$ cat src/rtl/core/float_to_decimal_text_defines.svh
// Assertion macros shared by the float-to-text block.
`ifndef FLOAT_TO_DECIMAL_TEXT_DEFINES_SVH
`define FLOAT_TO_DECIMAL_TEXT_DEFINES_SVH

// Same-cycle implication, checked outside reset.
`define FDT_ASSERT_NOW(label, ante, cons) \
	label: assert property (@(posedge clk) disable iff (!arst_n) (ante) |-> (cons)) \
		else $error("fdt check failed");

// Next-cycle implication, checked outside reset.
`define FDT_ASSERT_NEXT(label, ante, cons) \
	label: assert property (@(posedge clk) disable iff (!arst_n) (ante) |=> (cons)) \
		else $error("fdt check failed");

`endif

$ cat src/rtl/core/fdt_pkg.sv
// Shared constants, codes and types of the float-to-text block.
`default_nettype none

package fdt_pkg;

	localparam int TEXT_LEN_DEF    = 15;
	localparam int FRAC_DIGITS_DEF = 7;
	localparam int MAX_OUT         = 14;

	localparam int EXP_BIAS  = 127;
	localparam int MANT_BITS = 23;
	localparam int EXP_LIMIT = 31;
	localparam int MANT_W    = MANT_BITS + 1;
	localparam int FRAC_W    = 24;

	// biased exponent thresholds
	localparam int E_TOO_LARGE = EXP_BIAS + EXP_LIMIT;
	localparam int E_TOO_SMALL = EXP_BIAS - MANT_BITS;
	localparam int E_NO_FRAC   = EXP_BIAS + MANT_BITS;
	localparam int SH_BASE     = EXP_BIAS + MANT_BITS - 1;
	localparam int SH_W        = 6;

	localparam int INT_BITS   = EXP_LIMIT;
	localparam int INT_DIGITS = 10;
	localparam int BCD_W      = 4 * INT_DIGITS;
	localparam int CONV_CNT_W = $clog2(EXP_LIMIT + 1);
	localparam int CNT_W      = $clog2(MAX_OUT + 1);
	localparam int FD_IDX_W   = $clog2(MAX_OUT);

	localparam logic [7:0] CHR_ZERO  = 8'h30;
	localparam logic [7:0] CHR_DOT   = 8'h2E;
	localparam logic [7:0] CHR_MINUS = 8'h2D;
	localparam logic [7:0] CHR_NUL   = 8'h00;

	localparam logic [1:0] STATUS_OK    = 2'd0;
	localparam logic [1:0] STATUS_LARGE = 2'd1;
	localparam logic [1:0] STATUS_SMALL = 2'd2;

	// shared step unit operations
	localparam logic OP_DABBLE  = 1'b0;
	localparam logic OP_TIMES10 = 1'b1;

	typedef struct packed {
		logic       valid;
		logic [7:0] chr;
		logic       last;
		logic [1:0] status;
	} emit_t;

endpackage

`default_nettype wire

$ cat src/rtl/core/float_to_decimal_text.sv
// Float-to-decimal-text converter: top level with the output register.
//
// One item on the float channel (float_valid/float_stall, float_bits) is one
// IEEE-754 single-precision pattern. The text channel (text_valid/text_stall)
// returns its decimal text one ASCII character per item, with last set on the
// final character. Zero gives "0.0". Too large (exponent 31 and up, inf, NaN)
// or too small (exponent below -23, denormals) gives one item with character
// 0, last set and status 1 or 2.
// The block converts one float at a time: float_stall is high from the cycle
// after acceptance until the last character has entered the output register.
// Steps per item: decode, then each integer bit (exponent+1, up to 31)
// through the shared double-dabble/times-ten unit, sizing the text, each
// fraction digit slot (up to FRAC_DIGITS, run even for a zero fraction),
// each character emitted (up to 14) and the return to idle. An error item
// goes from decode straight to its single item. A stalled receiver freezes
// the output register and holds the sequencer at its current character; no
// character is lost. Reset clears the sequencer and the output valid.
`default_nettype none
`include "float_to_decimal_text_defines.svh"

module float_to_decimal_text #(
	parameter int TEXT_LEN    = fdt_pkg::TEXT_LEN_DEF,
	parameter int FRAC_DIGITS = fdt_pkg::FRAC_DIGITS_DEF
) (
	input  wire logic        clk,
	input  wire logic        arst_n,
	input  wire logic        float_valid,
	output logic             float_stall,
	input  wire logic [31:0] float_bits,
	output logic             text_valid,
	input  wire logic        text_stall,
	output logic      [7:0]  character,
	output logic             last,
	output logic      [1:0]  status
);

	fdt_pkg::emit_t emit;
	logic           load;
	logic           text_valid_q;
	logic [7:0]     character_q;
	logic           last_q;
	logic [1:0]     status_q;

	assign load = !text_valid_q || !text_stall;

	fdt_ctrl #(
		.TEXT_LEN    (TEXT_LEN),
		.FRAC_DIGITS (FRAC_DIGITS)
	) u_ctrl (
		.clk         (clk),
		.arst_n      (arst_n),
		.float_valid (float_valid),
		.float_bits  (float_bits),
		.float_stall (float_stall),
		.take        (load),
		.emit        (emit)
	);

	always_ff @(posedge clk or negedge arst_n) begin
		if (!arst_n) begin
			text_valid_q <= 1'b0;
		end else if (load) begin
			text_valid_q <= emit.valid;
		end
	end

	always_ff @(posedge clk) begin
		if (load && emit.valid) begin
			character_q <= emit.chr;
			last_q      <= emit.last;
			status_q    <= emit.status;
		end
	end

	assign text_valid = text_valid_q;
	assign character  = character_q;
	assign last       = last_q;
	assign status     = status_q;

	// an idle sequencer has nothing to emit
	`FDT_ASSERT_NOW(a_idle_no_emit, !float_stall, !emit.valid)
	// accepting a float makes the block busy
	`FDT_ASSERT_NEXT(a_accept_busy, float_valid && !float_stall, float_stall)
	// error results are single items
	`FDT_ASSERT_NOW(a_err_last, text_valid && status != fdt_pkg::STATUS_OK, last)
	// text characters are never NUL
	`FDT_ASSERT_NOW(a_ok_printable, text_valid && status == fdt_pkg::STATUS_OK,
		character != fdt_pkg::CHR_NUL)

endmodule

`default_nettype wire

$ cat src/rtl/core/fdt_step.sv
// Shared decimal step unit: one double-dabble shift or one multiply-by-ten.
`default_nettype none

module fdt_step (
	input  wire logic                     op,
	input  wire logic [fdt_pkg::BCD_W-1:0] opnd,
	input  wire logic                     bit_in,
	output logic      [fdt_pkg::BCD_W-1:0] res,
	output logic      [3:0]                digit
);

	localparam int BW = fdt_pkg::BCD_W;
	localparam int FW = fdt_pkg::FRAC_W;

	logic [BW-1:0]   adj;
	logic [FW+3:0]   prod;

	always_comb begin
		for (int k = 0; k < fdt_pkg::INT_DIGITS; k++) begin
			if (opnd[4*k +: 4] >= 4'd5)
				adj[4*k +: 4] = opnd[4*k +: 4] + 4'd3;
			else
				adj[4*k +: 4] = opnd[4*k +: 4];
		end
	end

	// f*10 = f*8 + f*2; the top nibble is the next decimal digit
	assign prod = {1'b0, opnd[FW-1:0], 3'b000} + {3'b000, opnd[FW-1:0], 1'b0};

	always_comb begin
		unique case (op)
			fdt_pkg::OP_DABBLE: begin
				res   = {adj[BW-2:0], bit_in};
				digit = 4'd0;
			end
			fdt_pkg::OP_TIMES10: begin
				res   = {{(BW-FW){1'b0}}, prod[FW-1:0]};
				digit = prod[FW+3:FW];
			end
			default: begin
				res   = opnd;
				digit = 4'd0;
			end
		endcase
	end

endmodule

`default_nettype wire

$ cat src/rtl/core/fdt_ctrl.sv
// Sequencer: decodes the float, converts its parts with the step unit, emits text.
`default_nettype none

module fdt_ctrl #(
	parameter int TEXT_LEN    = fdt_pkg::TEXT_LEN_DEF,
	parameter int FRAC_DIGITS = fdt_pkg::FRAC_DIGITS_DEF
) (
	input  wire logic          clk,
	input  wire logic          arst_n,
	input  wire logic          float_valid,
	input  wire logic [31:0]   float_bits,
	output logic               float_stall,
	input  wire logic          take,
	output fdt_pkg::emit_t     emit
);

	localparam int CW  = fdt_pkg::CNT_W;
	localparam int BW  = fdt_pkg::BCD_W;
	localparam int FW  = fdt_pkg::FRAC_W;
	localparam int IB  = fdt_pkg::INT_BITS;
	localparam int MW  = fdt_pkg::MANT_W;
	localparam int MB  = fdt_pkg::MANT_BITS;

	localparam logic [2:0] S_IDLE   = 3'd0;
	localparam logic [2:0] S_DECODE = 3'd1;
	localparam logic [2:0] S_CONV   = 3'd2;
	localparam logic [2:0] S_COUNT  = 3'd3;
	localparam logic [2:0] S_FRAC   = 3'd4;
	localparam logic [2:0] S_EMIT   = 3'd5;
	localparam logic [2:0] S_ERR    = 3'd6;

	logic [2:0]                        state_q;
	logic [31:0]                       bits_q;
	logic                              neg_q;
	logic [1:0]                        err_q;
	logic [fdt_pkg::CONV_CNT_W-1:0]    cnt_q;
	logic [IB-1:0]                     mbits_q;
	logic [BW-1:0]                     bcd_q;
	logic [FW-1:0]                     frac_q;
	logic [CW-1:0]                     nd_q;
	logic [CW-1:0]                     maxd_q;
	logic [CW-1:0]                     fidx_q;
	logic [CW-1:0]                     keep_q;
	logic [CW-1:0]                     n_q;
	logic [CW-1:0]                     e_q;
	logic [3:0]                        fd_q [fdt_pkg::MAX_OUT];

	// decode of the captured bits
	logic [7:0]            e8;
	logic                  is_zero;
	logic [MW-1:0]         mant;
	logic [fdt_pkg::SH_W-1:0] sh;
	logic [MW+MB-1:0]      wide;

	assign e8      = bits_q[30:23];
	assign is_zero = (bits_q[30:0] == 31'd0);
	assign mant    = {1'b1, bits_q[MB-1:0]};
	assign sh      = fdt_pkg::SH_W'(8'(fdt_pkg::SH_BASE) - e8);
	assign wide    = {mant, {MB{1'b0}}} >> sh;

	// shared step unit
	logic          op;
	logic [BW-1:0] opnd;
	logic [BW-1:0] step_res;
	logic [3:0]    step_digit;

	assign op   = (state_q == S_FRAC) ? fdt_pkg::OP_TIMES10 : fdt_pkg::OP_DABBLE;
	assign opnd = (state_q == S_FRAC) ? {{(BW-FW){1'b0}}, frac_q} : bcd_q;

	fdt_step u_step (
		.op     (op),
		.opnd   (opnd),
		.bit_in (mbits_q[IB-1]),
		.res    (step_res),
		.digit  (step_digit)
	);

	// integer digit count and fraction digit budget
	logic [CW-1:0] nd_c;
	logic [CW-1:0] maxd_c;

	always_comb begin
		nd_c = CW'(1);
		for (int k = 0; k < fdt_pkg::INT_DIGITS; k++) begin
			if (bcd_q[4*k +: 4] != 4'd0)
				nd_c = CW'(k + 1);
		end
	end

	always_comb begin
		int npre;
		int t;
		npre = int'(neg_q) + int'(nd_c) + 1;
		t = TEXT_LEN - 1 - npre;
		if (t > FRAC_DIGITS)
			t = FRAC_DIGITS;
		if (t > fdt_pkg::MAX_OUT - npre)
			t = fdt_pkg::MAX_OUT - npre;
		if (t < 1)
			t = 1;
		maxd_c = t[CW-1:0];
	end

	logic [CW-1:0] keep_nx;
	assign keep_nx = (step_digit != 4'd0) ? fidx_q + 1'b1 : keep_q;

	// character at the current emit position
	logic [CW-1:0] ipos;
	logic [CW-1:0] ksel;
	logic [CW-1:0] fsel;
	logic [7:0]    chr_c;
	logic          last_c;

	assign ipos   = e_q - CW'(neg_q);
	assign ksel   = nd_q - ipos - 1'b1;
	assign fsel   = ipos - nd_q - 1'b1;
	assign last_c = (e_q == n_q - 1'b1);

	always_comb begin
		priority if (neg_q && e_q == '0)
			chr_c = fdt_pkg::CHR_MINUS;
		else if (ipos < nd_q)
			chr_c = fdt_pkg::CHR_ZERO + {4'd0, bcd_q[{ksel, 2'b00} +: 4]};
		else if (ipos == nd_q)
			chr_c = fdt_pkg::CHR_DOT;
		else
			chr_c = fdt_pkg::CHR_ZERO + {4'd0, fd_q[fsel[fdt_pkg::FD_IDX_W-1:0]]};
	end

	always_comb begin
		emit = '0;
		if (state_q == S_EMIT) begin
			emit.valid  = 1'b1;
			emit.chr    = chr_c;
			emit.last   = last_c;
			emit.status = fdt_pkg::STATUS_OK;
		end else if (state_q == S_ERR) begin
			emit.valid  = 1'b1;
			emit.chr    = fdt_pkg::CHR_NUL;
			emit.last   = 1'b1;
			emit.status = err_q;
		end
	end

	assign float_stall = (state_q != S_IDLE);

	always_ff @(posedge clk or negedge arst_n) begin
		if (!arst_n) begin
			state_q <= S_IDLE;
		end else begin
			unique case (state_q)
				S_IDLE: begin
					if (float_valid)
						state_q <= S_DECODE;
				end
				S_DECODE: begin
					if (is_zero)
						state_q <= S_COUNT;
					else if (e8 >= 8'(fdt_pkg::E_TOO_LARGE) || e8 < 8'(fdt_pkg::E_TOO_SMALL))
						state_q <= S_ERR;
					else if (e8 >= 8'(fdt_pkg::EXP_BIAS))
						state_q <= S_CONV;
					else
						state_q <= S_COUNT;
				end
				S_CONV: begin
					if (cnt_q == fdt_pkg::CONV_CNT_W'(1))
						state_q <= S_COUNT;
				end
				S_COUNT: state_q <= S_FRAC;
				S_FRAC: begin
					if (fidx_q == maxd_q - 1'b1)
						state_q <= S_EMIT;
				end
				S_EMIT: begin
					if (take && last_c)
						state_q <= S_IDLE;
				end
				S_ERR: begin
					if (take)
						state_q <= S_IDLE;
				end
				default: state_q <= S_IDLE;
			endcase
		end
	end

	always_ff @(posedge clk) begin
		unique case (state_q)
			S_IDLE: begin
				if (float_valid)
					bits_q <= float_bits;
			end
			S_DECODE: begin
				neg_q   <= bits_q[31] && !is_zero;
				err_q   <= (e8 >= 8'(fdt_pkg::E_TOO_LARGE)) ? fdt_pkg::STATUS_LARGE
				                                              : fdt_pkg::STATUS_SMALL;
				bcd_q   <= '0;
				mbits_q <= {mant, {(IB-MW){1'b0}}};
				cnt_q   <= fdt_pkg::CONV_CNT_W'(e8 - 8'(fdt_pkg::EXP_BIAS - 1));
				if (is_zero || e8 >= 8'(fdt_pkg::E_NO_FRAC))
					frac_q <= '0;
				else
					frac_q <= wide[FW-1:0];
			end
			S_CONV: begin
				bcd_q   <= step_res;
				mbits_q <= {mbits_q[IB-2:0], 1'b0};
				cnt_q   <= cnt_q - 1'b1;
			end
			S_COUNT: begin
				nd_q   <= nd_c;
				maxd_q <= maxd_c;
				fidx_q <= '0;
				keep_q <= '0;
			end
			S_FRAC: begin
				fd_q[fidx_q[fdt_pkg::FD_IDX_W-1:0]] <= step_digit;
				frac_q <= step_res[FW-1:0];
				fidx_q <= fidx_q + 1'b1;
				keep_q <= keep_nx;
				e_q    <= '0;
				// prefix plus kept fraction digits, at least one
				n_q    <= CW'(neg_q) + nd_q + 1'b1
				          + ((keep_nx == '0) ? CW'(1) : keep_nx);
			end
			S_EMIT: begin
				if (take)
					e_q <= e_q + 1'b1;
			end
			S_ERR: ;
			default: ;
		endcase
	end

endmodule

`default_nettype wire
$ cat config.mk
export PLATFORM = sky130hd
export DESIGN_NAME = float_to_decimal_text
export DESIGN_NICKNAME = d
export VERILOG_FILES = /design/src/rtl/core/fdt_pkg.sv /design/src/rtl/core/float_to_decimal_text.sv /design/src/rtl/core/fdt_step.sv /design/src/rtl/core/fdt_ctrl.sv
export VERILOG_INCLUDE_DIRS = /design/src /design/src/rtl/core
export SDC_FILE = /design/constraint.sdc
export NUM_CORES = 1
export LEC_CHECK = 0
export CORE_ASPECT_RATIO = 1.1
export CORE_MARGIN = 1.5
export CORE_UTILIZATION = 60
export CTS_CLUSTER_SIZE = 30
export DETAILED_ROUTE_END_ITERATION = 8
export DONT_BUFFER_PORTS = 1
export GPL_TIMING_DRIVEN = 1
export PLACE_DENSITY = 0.86
export SLEW_MARGIN = 20
export SYNTH_ARGS = -nofsm -noshare
export SYNTH_HDL_FRONTEND = slang
export SYNTH_SLANG_ARGS = --single-unit
$ cat constraint.sdc
create_clock -name clk -period 8.1 [get_ports clk]
set_clock_uncertainty 0.1 [all_clocks]
set_input_delay 1.62 -clock clk [delete_from_list [all_inputs] [get_ports clk]]
set_output_delay 1.62 -clock clk [all_outputs]
set_load 0.01 [all_outputs]
Word-level counts from Yosys, hierarchy flattened
Memories as Yosys holds them, arrays and structs flattened. Cells that the tools add are included.

Input bits: 36. Memories: 1. Bits in registers: 174. RAM bits: 56. Logic and storage cells: 173.

Memories: u_ctrl.fd_q (words 14, bits a word 4, rd ports 1, clocked after memory_dff 0, write ports 1, RTL line fdt_ctrl.sv:46) `logic [3:0] fd_q [fdt_pkg::MAX_OUT];`.

Bitwise operators: 2. $lt $le $gt $ge: 18. Add/sub/neg operators: 31. Mux-type cells: 52. Eq/ne operators: 16. Reductions and logical operators: 33. Shifts and indexed selects: 2.

Operators by type and width (number): one-hot mux 40 bit (2 select lines) (2); two-way mux 4 bit (20); two-way mux 32 bit (2); one-hot mux 31 bit (2 select lines) (1); one-hot mux 24 bit (2 select lines) (1); right shift 47 x 6 -> 24 bit (1); >= comparator 4 x 3 -> 1 bit (second input constant) (10); two-way mux 40 bit (1); nonzero test 4 bit (10); variable part select 40 x 7 -> 4 bit (1); adder 4 x 2 -> 4 bit (second input constant) (9); adder 32 x 2 -> 32 bit (second input constant) (1); greater-than comparator 32 bit (1); greater-than comparator 32 x 4 -> 1 bit (second input constant) (1); < comparator 32 x 2 -> 1 bit (second input constant) (1); one-hot mux 4 bit (2 select lines) (4); subtractor 5 x 32 -> 32 bit (first input constant) (1); zero test 31 bit (1); adder 27 x 25 -> 28 bit (1); two-way mux 12 bit (2); two-way mux 24 bit (1); two-way mux 3 bit (8); two-way mux 8 bit (3); one-hot mux 3 bit (7 select lines) (1); 37 further kinds (70).

Logic depth before layout (Yosys ltp)
Word-level depth: 18. Depth in mapped cells: 27. Gate-level depth less buffers: 26.

Cells and area by module
From an unflattened synthesis, not the netlist that was laid out.

Cell total of the unflattened synthesis: 1483. Area total of the unflattened synthesis: 14944.3 sq um.

Modules (own cells, without submodules): fdt_ctrl (cells an instance 1084, area an instance 12042.8 sq um, times used 1); fdt_step (cells an instance 384, area an instance 2523.7 sq um, times used 1); float_to_decimal_text (cells an instance 15, area an instance 377.9 sq um, times used 1).

Least setup slack after synthesis
Ideal clock, no wire load.

Path kind: flip-flop to flip-flop. Start: reg u_ctrl.state_q[0]. End: reg u_ctrl.n_q[3], data pin. Data required time: 7740 ps. Clock period less this slack: 5372 ps. Path slack: 2728 ps. Setup time: 260 ps. Arrival time: 5012 ps. Path buffers: 2. Cell stages (with the launch flop): 26. Path through: dfrtp_1 -> buf_2 -> nor2_1 -> nand2_1 -> clkinv_1 -> buf_2 -> mux2i_1 -> inv_1 -> ha_1 -> inv_1 -> fa_1 -> nor2b_4 -> o31a_1 -> a21oi_2 -> o21ai_2 -> a31o_4 -> a41oi_4 -> mux2_4 -> o211ai_4 -> mux2_4 -> ha_1 -> ha_1 -> a21o_1 -> a21oi_1 -> xnor2_1 -> xnor2_1.

Word-level cells in the longest chain between the ends: 9.

Ends and longest elaborated chain: start, declared (RTL line fdt_ctrl.sv:32) `logic [2:0] state_q;`; start signal, assigned (RTL line fdt_ctrl.sv:149) `state_q <= S_IDLE;`; start signal, assigned (RTL line fdt_ctrl.sv:154) `state_q <= S_DECODE;`; start signal, assigned (RTL line fdt_ctrl.sv:158) `state_q <= S_COUNT;`; equality test 3 bit * (RTL line fdt_ctrl.sv:67, fdt_ctrl.sv:68); two-way mux 40 bit / two-way mux 1 bit (equally long branches) (RTL line fdt_ctrl.sv:68, fdt_ctrl.sv:67); adder 27 x 25 -> 28 bit / NOT 1 bit (equally long branches) (RTL line fdt_step.sv:28, fdt_step.sv:31); one-hot mux 4 bit (2 select lines) * (RTL line fdt_step.sv:31) `unique case (op)`; nonzero test 4 bit * (RTL line fdt_ctrl.sv:105) `assign keep_nx = (step_digit != 4'd0) ? fidx_q + 1'b1 : keep_q;`; two-way mux 4 bit * (RTL line fdt_ctrl.sv:105); zero test 4 bit (RTL line fdt_ctrl.sv:225) `+ ((keep_nx == '0) ? CW'(1) : keep_nx);`; two-way mux 4 bit * (RTL line fdt_ctrl.sv:225); adder 4 bit * (RTL line fdt_ctrl.sv:225); end signal, assigned (RTL line fdt_ctrl.sv:224) `n_q <= CW'(neg_q) + nd_q + 1'b1`; end, declared (RTL line fdt_ctrl.sv:44) `logic [CW-1:0] n_q;`.

Mark *: on every way between the ends. The rest lies on a longest branch, timed or not. A chain may end at the register's enable or synchronous reset.

Worst setup path after layout
Start: reg u_ctrl.state_q[2]. End: reg u_ctrl.n_q[3], data pin.

Same word-level chain as after synthesis.

==> flow_summary.toml <==
[routing]
viasPerCell = 6.42
ant_nets = 0
drt-total-wl_um = 32800
post_drt_wl_per_cell_um = 20.9
drt-pass1-iter-count = 5
drc = 0
vias = 10100
drtIter0Drc = 999

[floorplan]
start_util_pct = 61.6
die_w_um = 147
rows = 57
fp.dieArea_um2 = 23800
io_pins = 49
core_um2 = 22300
fp.dieH_um = 162

[clocking]
clk_latency_ns = 0.54
clockRootBuffer = "clkbuf_16"
clk_path_buf_depth = 3
clk_pin_slew_ns = 0.06
cts.sinks = 221
ctsHtreeMaxLevel = 1
cts_setup_buffers = 0
cts_buffers = 24
cts_tree = "built"
ctsResizeCount = 0
cts_hold_buf = 0

[cells_and_area]
nets = 1371
final_common_cell = "edfxtp_1"
syn2layout_area_growth_pct = 7.82
fillCellCount = 1588
drive_gt1_share_pct = 9.65
final_cell_mix = "edfxtp_1, nand2_1, nor2_1"
insertedDiodeCount = 0

[grt]
use_met3_pct = 3.62
gr-total-overflow = 0
grt_pass1_wl_um = 51900
grt_use_met2_pct = 47.8
grt_pass1_vias = 9908
antenna_found_initial = 0
gr-max-usage-layer = "met2"
gr-usage-met1_pct = 33.6
grt_max_degree = 71
track_usage_pct = 27.7

[place]
dp_hpwl_um = 23400
gp_congestion = 0.940
port_buffers = 0

[critical_path]
cp_common_cell = "ha_1"
path_class = "reg -> reg"
worst-path-buf-inv = 2
r2r_cells = 21
startpoint_type = "flip-flop"
regToRegSetupSlack_ns = 1.48
crit_chain = "nand2_1 > clkinv_1 > nand2_1 > a21boi_0 > inv_1 > ha_1 > a211oi_1 > o21ai_1 > o21ai_1 > o21ai_2 > a31o_1 > a21oi_1 > xor2_1 > o211ai_4 > mux2_4 > ha_1 > ha_1 > a21o_1 > a21oi_1 > xnor2_1 > xnor2_1"
crit_slowest_cell = "dfrtp_1"
critPathTopFamily = "compound AO/OA/AOI/OAI gates"
worstSetupEndpointType = "flip-flop"
r2r_end = "u_ctrl.n_q[3]"
reg2reg_from = "u_ctrl.state_q[2]"
crit_arrival_ns = 6.79
critPathMaxFanout = 26
worstPathRequired_ns = 8.27
cp_num_cells = 21
cpPeakStageDelay_ns = 0.72

[logic_synthesis]
synth_seq_cells = 221
synthFlopType = "edfxtp_1"
yosys_warnings = 0
yosysSeqAreaShare_pct = 48.3
syn_avg_cell_area_um2 = 10.8
synthArstFlopShare_pct = 1.81
synthCells = 1271
synth_edf_count = 217
synth.distinct_cells = 68
syn_area_um2 = 13700

[run]
max-cap-violations = 0

[hold_path]
hold_depth = 2
hold_class = "reg -> reg"
hold_end = "u_ctrl.mbits_q[17]"
worstHoldStart = "u_ctrl.mbits_q[16]"

[timing]
worstMarginPinSlew_ns = 1.10
fmax_mhz = 151
hold_violations = 0
fin_tns_setup_ns = 0
rsz0062_at_grt = "no"
finalCritPeriodShare_pct = 81.7
setup_viol = 0
relSlewSlack_pct = 26.5
slew_viol_final = 0
min_period_ns = 6.62

[outcome]
outcome = "finished clean"
-- state kept, by name, indices dropped and copies added, names as in the netlist --
signal	count
u_ctrl.nd_q	4
u_ctrl.state_q	3
u_ctrl.neg_q	1
status	2
u_ctrl.frac_q	24
u_ctrl.e_q	4
character	6
u_ctrl.cnt_q	5
u_ctrl.mbits_q	24
u_ctrl.fidx_q	4
u_ctrl.n_q	4
u_ctrl.err_q	2
u_ctrl.fd_q	56
u_ctrl.maxd_q	4
u_ctrl.keep_q	4
u_ctrl.bits_q	32
u_ctrl.bcd_q	40
text_valid	1
last	1
-- cells in the mapped netlist (4+ instances only) --
cell,instances,share of area [%]
a211oi_1,13,0.71
a21boi_0,4,0.22
a21o_1,12,0.66
a21oi_1,74,2.7
a2bb2oi_1,5,0.32
a31oi_1,8,0.37
a32oi_1,6,0.38
and2_1,8,0.37
and3_1,10,0.46
buf_1,7,0.19
buf_2,7,0.26
clkbuf_1,42,1.1
dfrtp_1,4,0.73
edfxtp_1,217,48
fa_1,4,0.58
ha_1,74,6.8
inv_1,67,1.8
mux2_2,15,1.2
mux2i_1,43,3.1
mux4_2,36,5.9
nand2_1,182,5.0
nand2b_1,11,0.50
nand3_1,18,0.66
nand4_1,5,0.23
nor2_1,104,2.8
nor2b_1,17,0.78
nor3_1,31,1.1
nor4_1,15,0.68
o211ai_1,10,0.55
o21a_1,6,0.33
o21ai_0,63,2.3
o22a_1,6,0.38
o22ai_1,21,0.96
xnor2_1,34,2.2
xor2_1,41,2.6
-- worst register-to-register path: cells and delay by family (launching register included) --
kind                     cells  cell delay (ns)
flip-flops                   1             0.72
XOR/XNOR                     3             0.56
buffers and inverters        2             0.79
AND/OR/NAND/NOR              2             0.53
adder cells (fa/ha/maj)      3             0.96
multiplexers                 1             0.34
AO/OA/AOI/OAI               10             2.37
-- worst max path at each step --
stage                       from       endpoint  slack (ns)
2_1_floorplan  u_ctrl.state_q[0]  u_ctrl.n_q[3]        2.73
3_3_place_gp   u_ctrl.state_q[2]  u_ctrl.n_q[3]        1.85
3_5_place_dp   u_ctrl.state_q[2]  u_ctrl.n_q[3]        1.55
4_1_cts        u_ctrl.state_q[2]  u_ctrl.n_q[3]        1.54
5_1_grt        u_ctrl.state_q[2]  u_ctrl.n_q[3]        1.04
6_report       u_ctrl.state_q[2]  u_ctrl.n_q[3]        1.48
-- per-layer routing --
layer  share of wire, %  vias to the layer above
li1                   -                     4628
met1                 37                     4827
met2                 49                      490
met3                7.0                      129
met4                6.4                        0
met5                  0                        -
-- cell type report --
cell class                 count  area [um^2]  area share [%]
inverter                      69          259            1.75
clock inverter                14          141           0.956
tap                          295          369            2.50
timing repair buffer          16          120           0.812
clock buffer                  30          643            4.35
sequential                   221         6620            44.8
multi-input combinational    925         6640            44.9
-- kinds of logic (layout without fill, tap and decap cells) --
group | count (synthesis) | count (layout) | synth area share, %
and+or+nand+nor | 414 | 414 | 13.4
AOI/OAI and AO/OA | 255 | 255 | 11.8
DFF | 221 | 221 | 48.3
buffers and inverters | 127 | 129 | 3.60
muxes | 97 | 97 | 10.6
adders and majority gates | 80 | 80 | 7.48
xor gates and xnor gates | 75 | 75 | 4.79
other | 2 | 4 | 0.0548
-- through the flow --
stage	instance area [um^2]	worst slack [ns]	cells	hold slack (ns)	utilization, %
final	14800	1.48	1570	0.409	66.4
after global routing	14800	1.04	1570	0.433	66.4
after CTS	14800	1.54	1570	0.410	66.4
after detailed placement	14000	1.55	1526	0.394	62.9
after global placement	14000	1.85	1526	0.388	62.9
after floorplan	13700	2.73	1273	0.381	-
Power is left out: the tool's default activity adds up to more than one toggle a clock period on the data nets, which glitch-free logic cannot reach.
